### config.mk
export PLATFORM = sky130hd
export DESIGN_NAME = chunked_body_decoder
export DESIGN_NICKNAME = d
export VERILOG_FILES = /design/src/rtl/cbd_pkg.sv /design/src/rtl/chunked_body_decoder.sv /design/src/rtl/cbd_core.sv
export SDC_FILE = /design/constraint.sdc
export NUM_CORES = 1
export LEC_CHECK = 0
export ABC_CLOCK_PERIOD_IN_PS = 6410
export BUFFER_PORTS_ARGS = -buffer_cell sky130_fd_sc_hd__buf_2
export CORE_ASPECT_RATIO = 1.75
export CORE_MARGIN = 3
export CORE_UTILIZATION = 65
export DETAILED_ROUTE_END_ITERATION = 8
export HOLD_SLACK_MARGIN = 0.08
export PLACE_DENSITY_LB_ADDON = 0.1
export SKIP_CTS_REPAIR_TIMING = 1
export SLEW_MARGIN = 10
export SYNTH_ARGS = -nofsm -noshare
export SYNTH_HDL_FRONTEND = slang
export SYNTH_HIERARCHICAL = 1
export SYNTH_SLANG_ARGS = --single-unit
### constraint.sdc
create_clock -name clk -period 6.41 [get_ports clk]
set_clock_uncertainty 0.15 [all_clocks]
set_input_delay 0.3205 -clock clk [delete_from_list [all_inputs] [get_ports clk]]
set_output_delay 0.3205 -clock clk [all_outputs]
set_load 0.05 [all_outputs]
### src/rtl/cbd_pkg.sv
`timescale 1ns / 1ps

package cbd_pkg;

	// default width of the chunk size accumulator
	localparam int SizeBitsDefault = 32;

	// framing bytes
	localparam logic [7:0] ByteCr = 8'h0D;
	localparam logic [7:0] ByteLf = 8'h0A;

	// result status codes
	localparam logic [1:0] StFrame   = 2'd0;
	localparam logic [1:0] StPayload = 2'd1;
	localparam logic [1:0] StEnd     = 2'd2;
	localparam logic [1:0] StBad     = 2'd3;

	// decoder phases
	typedef enum logic [2:0] {
		PH_SIZE   = 3'd0,
		PH_LF     = 3'd1,
		PH_DATA   = 3'd2,
		PH_SKIP1  = 3'd3,
		PH_SKIP2  = 3'd4,
		PH_ENDED  = 3'd5,
		PH_FAILED = 3'd6
	} phase_t;

	// one input beat
	typedef struct packed {
		logic [7:0] body_byte;
		logic       body_start;
	} beat_t;

	// one result beat
	typedef struct packed {
		logic [7:0] payload_byte;
		logic [1:0] status;
	} result_t;

	// hex digit decode: valid flag and nibble value
	function automatic logic [4:0] hex_decode(input logic [7:0] b);
		logic [4:0] r;
		begin
			r = 5'd0;
			if (b >= 8'h30 && b <= 8'h39) begin
				r = {1'b1, 4'(b - 8'h30)};
			end else if (b >= 8'h61 && b <= 8'h66) begin
				r = {1'b1, 4'(b - 8'h57)};
			end else if (b >= 8'h41 && b <= 8'h46) begin
				r = {1'b1, 4'(b - 8'h37)};
			end
			return r;
		end
	endfunction

endpackage

### src/rtl/chunked_body_decoder.sv
`timescale 1ns / 1ps

// Chunked body decoder: takes a chunked message body one byte per beat and
// gives one result beat per input beat (payload byte plus status).
// Input channel: body_valid / body_ready carry body_byte and body_start;
// body_start high restarts decoding at that byte.
// Output channel: payload_valid / payload_ready carry payload_byte and
// status (0 framing, 1 payload, 2 zero chunk end, 3 malformed stop).
// A byte is taken into the input register, then decoded out of it into the
// result register, which drives the output channel.
// Throughput: one byte per cycle unless payload_ready stalls; decode is a
// single pass of logic between the input and result registers.
// When the receiver stalls, the result register holds, the input register
// still takes one more byte, and body_ready falls only once both are full.
// Reset (arst_n low) empties both registers and returns the decoder to
// reading a size line with a zero count.
module chunked_body_decoder #(
	parameter int SIZE_BITS = cbd_pkg::SizeBitsDefault
) (
	input  logic       clk,
	input  logic       arst_n,
	input  logic       body_valid,
	output logic       body_ready,
	input  logic [7:0] body_byte,
	input  logic       body_start,
	output logic       payload_valid,
	input  logic       payload_ready,
	output logic [7:0] payload_byte,
	output logic [1:0] status
);

	logic             valid_s1;
	cbd_pkg::beat_t   beat_s1;
	logic             valid_q;
	cbd_pkg::result_t result_q;
	cbd_pkg::result_t result_d;
	logic             advance;

	// the input stage moves on when the result register is free or draining
	assign advance    = !valid_q || payload_ready;
	assign body_ready = !valid_s1 || advance;

	// input register
	always_ff @(posedge clk or negedge arst_n) begin
		if (!arst_n) begin
			valid_s1 <= 1'b0;
		end else if (body_ready) begin
			valid_s1 <= body_valid;
		end
	end

	always_ff @(posedge clk) begin
		if (body_ready && body_valid) begin
			beat_s1 <= '{body_byte: body_byte, body_start: body_start};
		end
	end

	// decode and state update
	cbd_core #(
		.SIZE_BITS(SIZE_BITS)
	) u_core (
		.clk    (clk),
		.arst_n (arst_n),
		.step   (valid_s1 && advance),
		.beat   (beat_s1),
		.result (result_d)
	);

	// result register
	always_ff @(posedge clk or negedge arst_n) begin
		if (!arst_n) begin
			valid_q <= 1'b0;
		end else if (advance) begin
			valid_q <= valid_s1;
		end
	end

	always_ff @(posedge clk) begin
		if (advance && valid_s1) begin
			result_q <= result_d;
		end
	end

	assign payload_valid = valid_q;
	assign payload_byte  = result_q.payload_byte;
	assign status        = result_q.status;

	// a byte waiting in the input register is never dropped
	a_s1_hold: assert property (@(posedge clk) disable iff (!arst_n)
		valid_s1 && !advance |=> valid_s1)
		else $error("input beat lost while stalled");

	// the input side is open whenever the result register is empty
	a_ready_free: assert property (@(posedge clk) disable iff (!arst_n)
		!valid_q |-> body_ready)
		else $error("input stalled with empty result register");

	// only payload beats carry a non-zero byte
	a_pay_zero: assert property (@(posedge clk) disable iff (!arst_n)
		valid_q && status != cbd_pkg::StPayload |-> payload_byte == 8'd0)
		else $error("non-payload beat carries data");

endmodule

### src/rtl/cbd_core.sv
`timescale 1ns / 1ps

module cbd_core #(
	parameter int SIZE_BITS = cbd_pkg::SizeBitsDefault
) (
	input  logic            clk,
	input  logic            arst_n,
	input  logic            step,
	input  cbd_pkg::beat_t  beat,
	output cbd_pkg::result_t result
);

	cbd_pkg::phase_t        phase_q, phase_cur, phase_nxt;
	logic [SIZE_BITS-1:0]   count_q, count_cur, count_nxt, count_dec;
	logic                   seen_q, seen_cur, seen_nxt;
	logic                   ovf_q, ovf_cur, ovf_nxt;
	logic [4:0]             hex;
	logic                   ovf_digit;

	// a start flag restarts the body before the byte is looked at
	always_comb begin
		if (beat.body_start) begin
			phase_cur = cbd_pkg::PH_SIZE;
			count_cur = '0;
			seen_cur  = 1'b0;
			ovf_cur   = 1'b0;
		end else begin
			phase_cur = phase_q;
			count_cur = count_q;
			seen_cur  = seen_q;
			ovf_cur   = ovf_q;
		end
	end

	assign hex       = cbd_pkg::hex_decode(beat.body_byte);
	assign ovf_digit = ovf_cur || (count_cur[SIZE_BITS-1 -: 4] != 4'd0);
	assign count_dec = count_cur - SIZE_BITS'(1);

	// next state
	always_comb begin
		phase_nxt = phase_cur;
		count_nxt = count_cur;
		seen_nxt  = seen_cur;
		ovf_nxt   = ovf_cur;
		unique case (phase_cur)
			cbd_pkg::PH_SIZE: begin
				if (hex[4]) begin
					seen_nxt = 1'b1;
					ovf_nxt  = ovf_digit;
					if (!ovf_digit) begin
						count_nxt = {count_cur[SIZE_BITS-5:0], hex[3:0]};
					end
				end else if (beat.body_byte == cbd_pkg::ByteCr) begin
					phase_nxt = cbd_pkg::PH_LF;
				end else begin
					phase_nxt = cbd_pkg::PH_FAILED;
				end
			end
			cbd_pkg::PH_LF: begin
				if (beat.body_byte != cbd_pkg::ByteLf || !seen_cur || ovf_cur) begin
					phase_nxt = cbd_pkg::PH_FAILED;
				end else if (count_cur == '0) begin
					phase_nxt = cbd_pkg::PH_ENDED;
				end else begin
					phase_nxt = cbd_pkg::PH_DATA;
				end
			end
			cbd_pkg::PH_DATA: begin
				count_nxt = count_dec;
				if (count_dec == '0) begin
					phase_nxt = cbd_pkg::PH_SKIP1;
				end
			end
			cbd_pkg::PH_SKIP1: begin
				phase_nxt = cbd_pkg::PH_SKIP2;
			end
			cbd_pkg::PH_SKIP2: begin
				phase_nxt = cbd_pkg::PH_SIZE;
				count_nxt = '0;
				seen_nxt  = 1'b0;
				ovf_nxt   = 1'b0;
			end
			cbd_pkg::PH_ENDED: begin
				phase_nxt = cbd_pkg::PH_ENDED;
			end
			default: begin
				phase_nxt = cbd_pkg::PH_FAILED;
			end
		endcase
	end

	// result for this beat
	always_comb begin
		result.payload_byte = 8'd0;
		result.status       = cbd_pkg::StFrame;
		unique case (phase_cur)
			cbd_pkg::PH_SIZE: begin
				if (!hex[4] && beat.body_byte != cbd_pkg::ByteCr) begin
					result.status = cbd_pkg::StBad;
				end
			end
			cbd_pkg::PH_LF: begin
				if (beat.body_byte != cbd_pkg::ByteLf || !seen_cur || ovf_cur) begin
					result.status = cbd_pkg::StBad;
				end else if (count_cur == '0) begin
					result.status = cbd_pkg::StEnd;
				end
			end
			cbd_pkg::PH_DATA: begin
				result.status       = cbd_pkg::StPayload;
				result.payload_byte = beat.body_byte;
			end
			default: begin
				result.status = cbd_pkg::StFrame;
			end
		endcase
	end

	// decoder state
	always_ff @(posedge clk or negedge arst_n) begin
		if (!arst_n) begin
			phase_q <= cbd_pkg::PH_SIZE;
			count_q <= '0;
			seen_q  <= 1'b0;
			ovf_q   <= 1'b0;
		end else if (step) begin
			phase_q <= phase_nxt;
			count_q <= count_nxt;
			seen_q  <= seen_nxt;
			ovf_q   <= ovf_nxt;
		end
	end

endmodule
==> results.cfg, run 1 <==
[routing]
wl_um = 13700
detailroute.wirelength.met2_um = 6740
drt-met1-wl_um = 5150
dr.pass1.iters = 7
drc = 0
viasPerCell = 7.19
post_drt_wl_per_cell_um = 22.6
detail_route.iter0.violations = 646
route.antenna.remaining_nets = 0
total_vias_in_the_final_route = 4345
met3RoutedLength_um = 971
top_signal_layer_used = met4

[power]
seq_power_share_pct = 36.5
design_power_total_uw = 1810
p_sw_share_pct = 46.9
max-vdd-ir-drop_uv = 255
comb_power_share_pct = 42.3
cellInternalPower_uw = 962
power_leakage_uw = 0.00185
power.density_nw_per_um2 = 384
switchingPower_uw = 851
clock_power_share_pct = 21.2

[timing]
setup-tns-final_ns = 0
timing.slew.headroom_pct = 36.6
period_share_pct = 64.0
timing.fmax_ghz = 0.244
hold_violations = 0
finalSetupViolCount = 0
maxSlewViolCount = 0
rsz0062_at_grt = no
finalCriticalPeriod_ns = 4.11
tightestPinTransition_ns = 0.951

[hold_path]
hold-path-cell-count = 3
worstHoldStart = payload_ready
hold_class = input port to flop
min_delay_worst_endpoint = valid_s1$_DFFE_PN0P_

[run]
max-cap-violations = 0

[critical_path]
reg2reg_from = beat_s1[0]$_DFFE_PP_
arrival_ns = 4.23
timing.critical_path.to_type = flop
worstPathMaxFanout = 60
timing.reg2reg.worst_path_depth = 10
category_of_the_critical_setup_timing_path = flop to flop
cp-start-kind = flop
regToRegSetupSlack_ns = 2.30
crit_required_ns = 6.53
rr_endpoint = u_core/phase_q[0]$_DFFE_PN0P_

[yosys]
postSynthCellCount = 519
synth.cell_area_sq_um = 4360
most_repeated_cell_in_the_gate_level_netlist_after_synthesis = nand2_1
ys_top_cells_by_count = 44 x nand2_1, 41 x nor2_1, 39 x a21oi_1, 39 x dfrtp_1, 37 x clkbuf_1
synth.avg_cell_area_sq_um = 8.41
synth.distinct_cells = 71
synth_edf_count = 19
async_reset_ff_share_pct = 67.2
ys_dominant_reg_cell = dfrtp_1
synth_seq_cells = 58
synthDominantCellAreaShare_pct = 22.4
syn-num-nets = 538
yosysSeqAreaShare_pct = 35.4
warnings_from_yosys = 6
synth_largest_area_cell = dfrtp_1
synth.top_cells.by_area = dfrtp_1 22%, edfxtp_1 13%, a21oi_1 4.5%

[cts]
root_buffer_master = clkbuf_8
clock_latency_ns = 0.35
tritoncts = built
cts-buffers-inserted = 9
cts.sinks = 58
buffer_depth_of_the_longest_clock_path = 2
htree_levels = 3
clkTransAtPathRegs_ns = 0.07

[placement]
detailedPlacementHpwl_um = 8990
number_of_buffers_inserted_by_port_buffering = 24
dp.cells = 577
gp_congestion = 1.01

[layout]
fillerInstances = 476
layout-drive-gt1-share_pct = 12.6
layout-area-overhead-vs-synth_pct = 8.35
layout_cells_excl_fill = 604
seq_area_sq_um = 1550
insertedDiodeCount = 0
final_nets = 538
multiInputGateArea_sq_um = 2550

[global_routing]
grt_first_pass_wirelength_um = 21600
antenna_found_initial = 0
grt_usage_pct = 37.4
first_global_vias = 4226
residual_overflow_from_global_routing = 0
grt_max_degree = 61

[floorplan]
die_width_um = 67.9
die_area_sq_um = 7770
floorplan.core_area_sq_um = 6370
design.portCount = 25
rows = 38
dieHeight_um = 114
start_util_pct = 68.5

[outcome]
run_status = finished clean
==> flip-flops by register name, summed over array words and instances (netlist names) <==
register        flops
valid_s1            1
beat_s1             9
u_core/seen_q       1
u_core/phase_q      3
status              2
payload_byte        8
payload_valid       1
u_core/count_q     32
u_core/ovf_q        1
==> cell type report <==
class	count	share of cell area [%]
clock buffers	9	2.62
inverters	11	0.873
well taps	80	2.12
flip-flops and latches	58	32.7
repair buffers	41	5.82
clock inverters	7	1.99
multi-input cells	398	53.9
==> layer usage <==
| layer | vias up | track usage [%] |
|---|---|---|
| met2 | 295 | 59.9 |
| met5 | - | 0 |
| met4 | 0 | 23.1 |
| li1 | 1948 | - |
| met1 | 2021 | 46.0 |
| met3 | 81 | 5.40 |
==> worst max-delay path, cell delays in order (launching register included) <==
cell and delay, ns:
edfxtp_1 0.32, buf_4 0.51, inv_1 0.50, nand2_1 0.24, ha_1 0.74, nor2b_1 0.26, o2111ai_1 0.25, xnor2_1 0.21
a2111oi_0 0.44, a41oi_1 0.19, nor3_1 0.19
==> placed cells by master, fill, tap and decap left out, types with 14 or more instances in the layout <==
cell type / n
dfrtp_1: 39
a21oi_1: 39
o21ai_0: 24
xor2_1: 14
nand2_1: 44
nor3_1: 15
buf_2: 24
nor4_1: 14
edfxtp_1: 19
nand3_1: 18
nor2_1: 41
==> power by group through the flow <==
stage	clock (uW)	sequential [uW]	combinational [uW]
2_1_floorplan	0	549	652
3_3_place_gp	0	652	723
3_5_place_dp	0	658	736
4_1_cts	386	651	741
5_1_grt	404	669	834
6_report	384	661	768
==> metrics by stage <==
stage                     hold slack [ns]  utilization, %  cell area (sq um)  setup slack (ns)
after floorplan                    -0.125               -               4360              3.57
after global placement              0.348            69.0               4400              2.55
after detailed placement            0.349            69.0               4400              2.45
after CTS                         -0.0289            72.5               4620              2.46
after global routing                0.132            74.2               4730              1.97
final                               0.131            74.2               4730              2.30
==> kinds of logic (layout without fill, tap and decap cells) <==
kind of cell,after synthesis,in the layout,share of synthesized area [%]
AO/OA/AOI/OAI,172,172,26.7
AND/OR/NAND/NOR,195,195,24.7
flip-flops,58,58,35.4
buffers and inverters,63,68,6.31
XOR/XNOR,22,22,4.42
adder cells (fa/ha/maj),6,6,1.72
multiplexers,3,3,0.717
==> how the worst max path moves through the flow <==
stage                         startpoint                            end  slack (ns)  depth (start not counted)
finish              beat_s1[0]$_DFFE_PP_  u_core/phase_q[0]$_DFFE_PN0P_        2.30                         10
global route        beat_s1[0]$_DFFE_PP_  u_core/phase_q[0]$_DFFE_PN0P_        1.97                         10
CTS                 beat_s1[0]$_DFFE_PP_  u_core/phase_q[0]$_DFFE_PN0P_        2.46                         10
detailed placement  beat_s1[0]$_DFFE_PP_  u_core/phase_q[0]$_DFFE_PN0P_        2.45                         10
global placement    beat_s1[0]$_DFFE_PP_  u_core/phase_q[0]$_DFFE_PN0P_        2.55                         10
floorplan           beat_s1[0]$_DFFE_PP_  u_core/phase_q[0]$_DFFE_PN0P_        3.57                         10
Note: power is estimated with default switching activity, not from simulation.
==> run 2, diff against run 1 <==
ABC_CLOCK_PERIOD_IN_PS = 4250   (was 6410)
CORE_UTILIZATION = 62   (was 65)
clock period = 4.25 ns   (was 6.41 ns; I/O delays follow)
==> run 2 against run 1 <==
Effect of this change:
- sequential cell count did not move
- critical path depth shrank 1
- global-route usage decreased by 2.2 points
- wire length up 2.8%
- worst setup slack got worse by 1.4 ns
- register-to-register slack worse by 1.4 ns
- largest cell class unchanged
- highest routed layer unchanged
==> results.cfg, run 2 (synthesis gave the netlist of run 1 again) <==
[outcome]
run_status = finished clean

[critical_path]
timing.critical_path.to_type = flop
critical-path-top-cell-by-count = inv_1
worst_path_largest_cell_delay_ns = 0.95
worstPathMaxFanout = 16
cp_cell_sequence = inv_1 > ha_1 > inv_1 > o311ai_1 > a21oi_4 > o21ai_1 > a32oi_1 > a31oi_1 > o22a_1
reg2reg_from = beat_s1[1]$_DFFE_PP_
cp-start-kind = flop
arrival_ns = 3.49
cp_slowest_cell = o21ai_1
crit_required_ns = 4.37
rr_endpoint = u_core/count_q[18]$_DFFE_PN0P_
category_of_the_critical_setup_timing_path = flop to flop
timing.reg2reg.worst_path_depth = 9
regToRegSetupSlack_ns = 0.88

[cts]
clock_latency_ns = 0.33
buffer_depth_of_the_longest_clock_path = 2
cts.sinks = 58
root_buffer_master = clkbuf_16
tritoncts = built
clkTransAtPathRegs_ns = 0.05
htree_levels = 3
cts-buffers-inserted = 9

[global_routing]
grt_usage_pct = 35.2
antenna_found_initial = 0
residual_overflow_from_global_routing = 0
first_global_vias = 4259
grt_first_pass_wirelength_um = 22100
grt_max_degree = 60

[layout]
mostFrequentLayoutCell = nand2_1
insertedDiodeCount = 0
max_flop_register = u_core/count_q
flip_flop_count_of_the_largest_register_after_layout = 32
layout_common_cells = 44 x nand2_1, 41 x nor2_1, 39 x dfrtp_1, 39 x a21oi_1
post-route-cell-area_sq_um = 4870
layout-area-overhead-vs-synth_pct = 11.6
final_nets = 542
finish.utilization_pct = 72.8
layout-drive-gt1-share_pct = 12.7

[placement]
detailed_place.area_sq_um = 4420
detailedPlacementHpwl_um = 9330
pre_cts_ws_ns = 0.958
gp_congestion = 1.02
number_of_buffers_inserted_by_port_buffering = 24

[routing]
viasPerCell = 7.23
detail_route.iter0.violations = 821
total_vias_in_the_final_route = 4408
dr.pass1.iters = 6
route.antenna.remaining_nets = 0
wl_um = 14100
post_drt_wl_per_cell_um = 23.0
drc = 0

[hold_path]
hold_class = input port to asynchronous set/reset pin

[timing]
period_share_pct = 79.3
finalCriticalPeriod_ns = 3.37
postLayoutSetupSlackWorst_ns = 0.881
hold_violations = 0
timing.slew.headroom_pct = 20.5
setup-tns-final_ns = 0
rsz0062_at_grt = no
finalSetupViolCount = 0
tightestPinTransition_ns = 1.18
maxSlewViolCount = 0
timing.fmax_ghz = 0.297

[floorplan]
die_width_um = 69.4
dieHeight_um = 117
rows = 39
start_util_pct = 65.3
design.portCount = 25
die_area_sq_um = 8120
floorplan.core_area_sq_um = 6690

[power]
power.density_nw_per_um2 = 608
power_leakage_uw = 0.00192
max-vdd-ir-drop_uv = 467

[run]
max-cap-violations = 0
==> run 2: layout make-up <==
cell class	instances	area [sq um]
clock inverter	5	77.6
tap	82	103
fill	506	1820
multi-input combinational	398	2550
clock buffer	11	243
timing repair buffer	45	310
sequential	58	1550
inverter	11	41.3
==> run 2: worst max-delay path, delay by kind of cell, from the launching register on <==
family	cells	cell delay [ns]
AOI/OAI and AO/OA	6	2.31
adders and majority gates	1	0.20
buffers and inverters	2	0.20
DFF	1	0.43
==> run 2: worst max path at each step <==
stage / from / end / slack [ns] / cells past startpoint
finish: beat_s1[1]$_DFFE_PP_ / u_core/count_q[18]$_DFFE_PN0P_ / 0.88 / 9
global route: beat_s1[1]$_DFFE_PP_ / u_core/count_q[18]$_DFFE_PN0P_ / 0.67 / 9
floorplan: beat_s1[0]$_DFFE_PP_ / u_core/phase_q[0]$_DFFE_PN0P_ / 1.41 / 10
global placement: beat_s1[1]$_DFFE_PP_ / u_core/count_q[18]$_DFFE_PN0P_ / 1.12 / 9
CTS: beat_s1[1]$_DFFE_PP_ / u_core/count_q[18]$_DFFE_PN0P_ / 0.94 / 9
detailed placement: beat_s1[1]$_DFFE_PP_ / u_core/count_q[18]$_DFFE_PN0P_ / 0.96 / 9
==> run 2: layer usage <==
metal	track usage (%)	vias up	share of wire (%)
met2	59.2	323	50
met1	40.3	2052	36
li1	-	1968	-
met5	0	-	0
met3	6.32	65	8.1
met4	25.2	0	6.0
==> run 2: power by group <==
group	internal, uW	total, uW	switching (uW)
registers	698	997	300
clock network	526	782	255
logic	432	1180	746
==> run 2: per-stage QoR <==
stage / std cells / total power [uW] / hold WS, ns
after floorplan: 519 / 1810 / -0.233
after global placement: 581 / 2090 / 0.240
after detailed placement: 581 / 2110 / 0.241
after CTS: 597 / 2900 / -0.102
after global routing: 610 / 3100 / 0.439
final: 610 / 2960 / 0.411
==> run 3, diff against run 2 <==
ABC_CLOCK_PERIOD_IN_PS = 2800   (was 4250)
CORE_UTILIZATION = 56   (was 62)
clock period = 2.8 ns   (was 4.25 ns; I/O delays follow)
==> run 3 against run 2 <==
Effect of this change:
- clock-buffer cell count is 2 lower
- first-iteration DRC count is 26% lower
- non-clock buffer count is 60 higher
- core utilization is 1.3 points lower
- sequential share of layout area is 3.2 points lower
- clock power is 75% higher
- die area is 10% higher
- final cell count is 11% higher
- wire length is 10% higher
- worst hold slack worse by 0.059 ns
==> results.cfg, run 3 (synthesis gave the netlist of run 1 again) <==
[routing]
drc = 0
dr.pass1.iters = 6
total_vias_in_the_final_route = 4691
post_drt_wl_per_cell_um = 22.9
viasPerCell = 6.94
route.antenna.remaining_nets = 0
detail_route.iter0.violations = 604
wl_um = 15500

[power]
p_sw_share_pct = 41.4
comb_power_share_pct = 45.8
power_leakage_uw = 0.00225
design_power_total_uw = 5100
max-vdd-ir-drop_uv = 542
switchingPower_uw = 2110
seq_power_share_pct = 27.3
clock_power_share_pct = 26.9
power.density_nw_per_um2 = 943
cellInternalPower_uw = 2990

[timing]
period_share_pct = 97.4
finalSetupViolCount = 0
tightestPinTransition_ns = 0.970
finalCriticalPeriod_ns = 2.73
finalHoldWorstSlack_ns = 0.352
timing.slew.headroom_pct = 35.4
hold_violations = 0
rsz0062_at_grt = no
timing.fmax_ghz = 0.367
setup-tns-final_ns = 0
maxSlewViolCount = 0

[cts]
cts-buffers-inserted = 9
root_buffer_master = clkbuf_16
cts.sinks = 58
htree_levels = 3
tritoncts = built
clkTransAtPathRegs_ns = 0.06
buffer_depth_of_the_longest_clock_path = 2
clock_latency_ns = 0.34

[layout]
layout-drive-gt1-share_pct = 22.3
finish.utilization_pct = 71.5
layout_common_cells = 66 x buf_4, 44 x nand2_1, 41 x nor2_1
layout-area-overhead-vs-synth_pct = 24.0
multiInputGateArea_sq_um = 2560
mostFrequentLayoutCell = buf_4
final_nets = 602
seq_area_sq_um = 1550
max_flop_register = u_core/count_q
insertedDiodeCount = 0
flip_flop_count_of_the_largest_register_after_layout = 32
fillerInstances = 592

[critical_path]
reg2reg_from = u_core/count_q[0]$_DFFE_PN0P_
regToRegSetupSlack_ns = 0.07
timing.critical_path.to_type = flop
timing.reg2reg.worst_path_depth = 9
rr_endpoint = u_core/phase_q[0]$_DFFE_PN0P_
cp_slowest_cell = dfrtp_1
cp_cell_sequence = nor4_2 > buf_4 > nand4_1 > buf_4 > nor2_1 > xor2_1 > nor4_1 > a41oi_1 > nor3_1
cp-startpoint = u_core/count_q[0]$_DFFE_PN0P_
cp-start-kind = flop
worst_path_largest_cell_delay_ns = 0.48
arrival_ns = 2.83
worstPathMaxFanout = 8
category_of_the_critical_setup_timing_path = flop to flop
critical-path-top-cell-by-count = buf_4
crit_required_ns = 2.90
timing.critical_path.to = u_core/phase_q[0]$_DFFE_PN0P_

[placement]
gp_congestion = 0.980
detailedPlacementHpwl_um = 11000
number_of_buffers_inserted_by_port_buffering = 24

[floorplan]
dieHeight_um = 123
die_area_sq_um = 8930
start_util_pct = 57.7
rows = 42
design.portCount = 25
die_width_um = 72.7
floorplan.core_area_sq_um = 7570

[global_routing]
first_global_vias = 4536
residual_overflow_from_global_routing = 0
grt_max_degree = 60
grt_usage_pct = 36.3
antenna_found_initial = 0
grt_first_pass_wirelength_um = 24200

[outcome]
run_status = finished clean

[hold_path]
hold_class = input port to asynchronous set/reset pin

[run]
max-cap-violations = 0
-- run 3: changes by cell type in the layout (fill, tap and decap cells not counted), sizes merged --
cell,change
buf,+60
bufinv,+2
clkbuf,-2
-- run 3: stage by stage --
step,cells,setup WS [ns],area [sq um]
CTS,661,0.00735,5250
floorplan,519,0.0331,4360
global route,676,0.00238,5410
detailed placement,645,0.0192,4880
global placement,645,0.0219,4880
finish,676,0.0728,5410
-- run 3: how the worst min path moves through the flow --
stage | startpoint | end | slack [ns] | cells past startpoint
6_report | arst_n | u_core/count_q[8]$_DFFE_PN0P_ | 0.35 | 2
5_1_grt | body_byte[6] | beat_s1[7]$_DFFE_PP_ | 0.37 | 2
4_1_cts | body_byte[2] | beat_s1[3]$_DFFE_PP_ | -0.18 | 1
3_5_place_dp | body_byte[2] | beat_s1[3]$_DFFE_PP_ | 0.17 | 1
3_3_place_gp | body_byte[7] | beat_s1[8]$_DFFE_PP_ | 0.17 | 1
2_1_floorplan | arst_n | payload_valid$_DFFE_PN0P_ | -0.31 | 0
-- run 3: critical path, delay by kind of cell, from the launching register on --
family	cells	cell delay (ns)
and+or+nand+nor	5	1.24
xor gates and xnor gates	1	0.14
AOI/OAI and AO/OA	1	0.18
DFF	1	0.48
buffers and inverters	2	0.44
-- run 3: power by group through the flow --
| stage | Sequential [uW] | Combinational (uW) | Clock (uW) |
|---|---|---|---|
| floorplan | 1260 | 1490 | 0 |
| global placement | 1390 | 2180 | 0 |
| detailed placement | 1390 | 2200 | 0 |
| CTS | 1380 | 2220 | 1380 |
| global route | 1420 | 2510 | 1420 |
| finish | 1390 | 2340 | 1370 |
-- run 3: metal layers --
metal	vias to the layer above	global-route usage [%]	routed length, um	part of all wire [%]
met4	0	27.6	1160	7.5
li1	2074	-	-	-
met3	87	5.25	985	6.4
met5	-	0	0	0
met2	280	59.7	7930	51
met1	2250	41.6	5410	35
-- run 3: cell type report --
type | instances | share of cell area, %
tap | 88 | 2.04
timing repair buffer | 105 | 14.5
clock inverter | 7 | 2.61
multi-input combinational | 398 | 47.3
clock buffer | 9 | 4.16
inverter | 11 | 0.763
sequential | 58 | 28.6
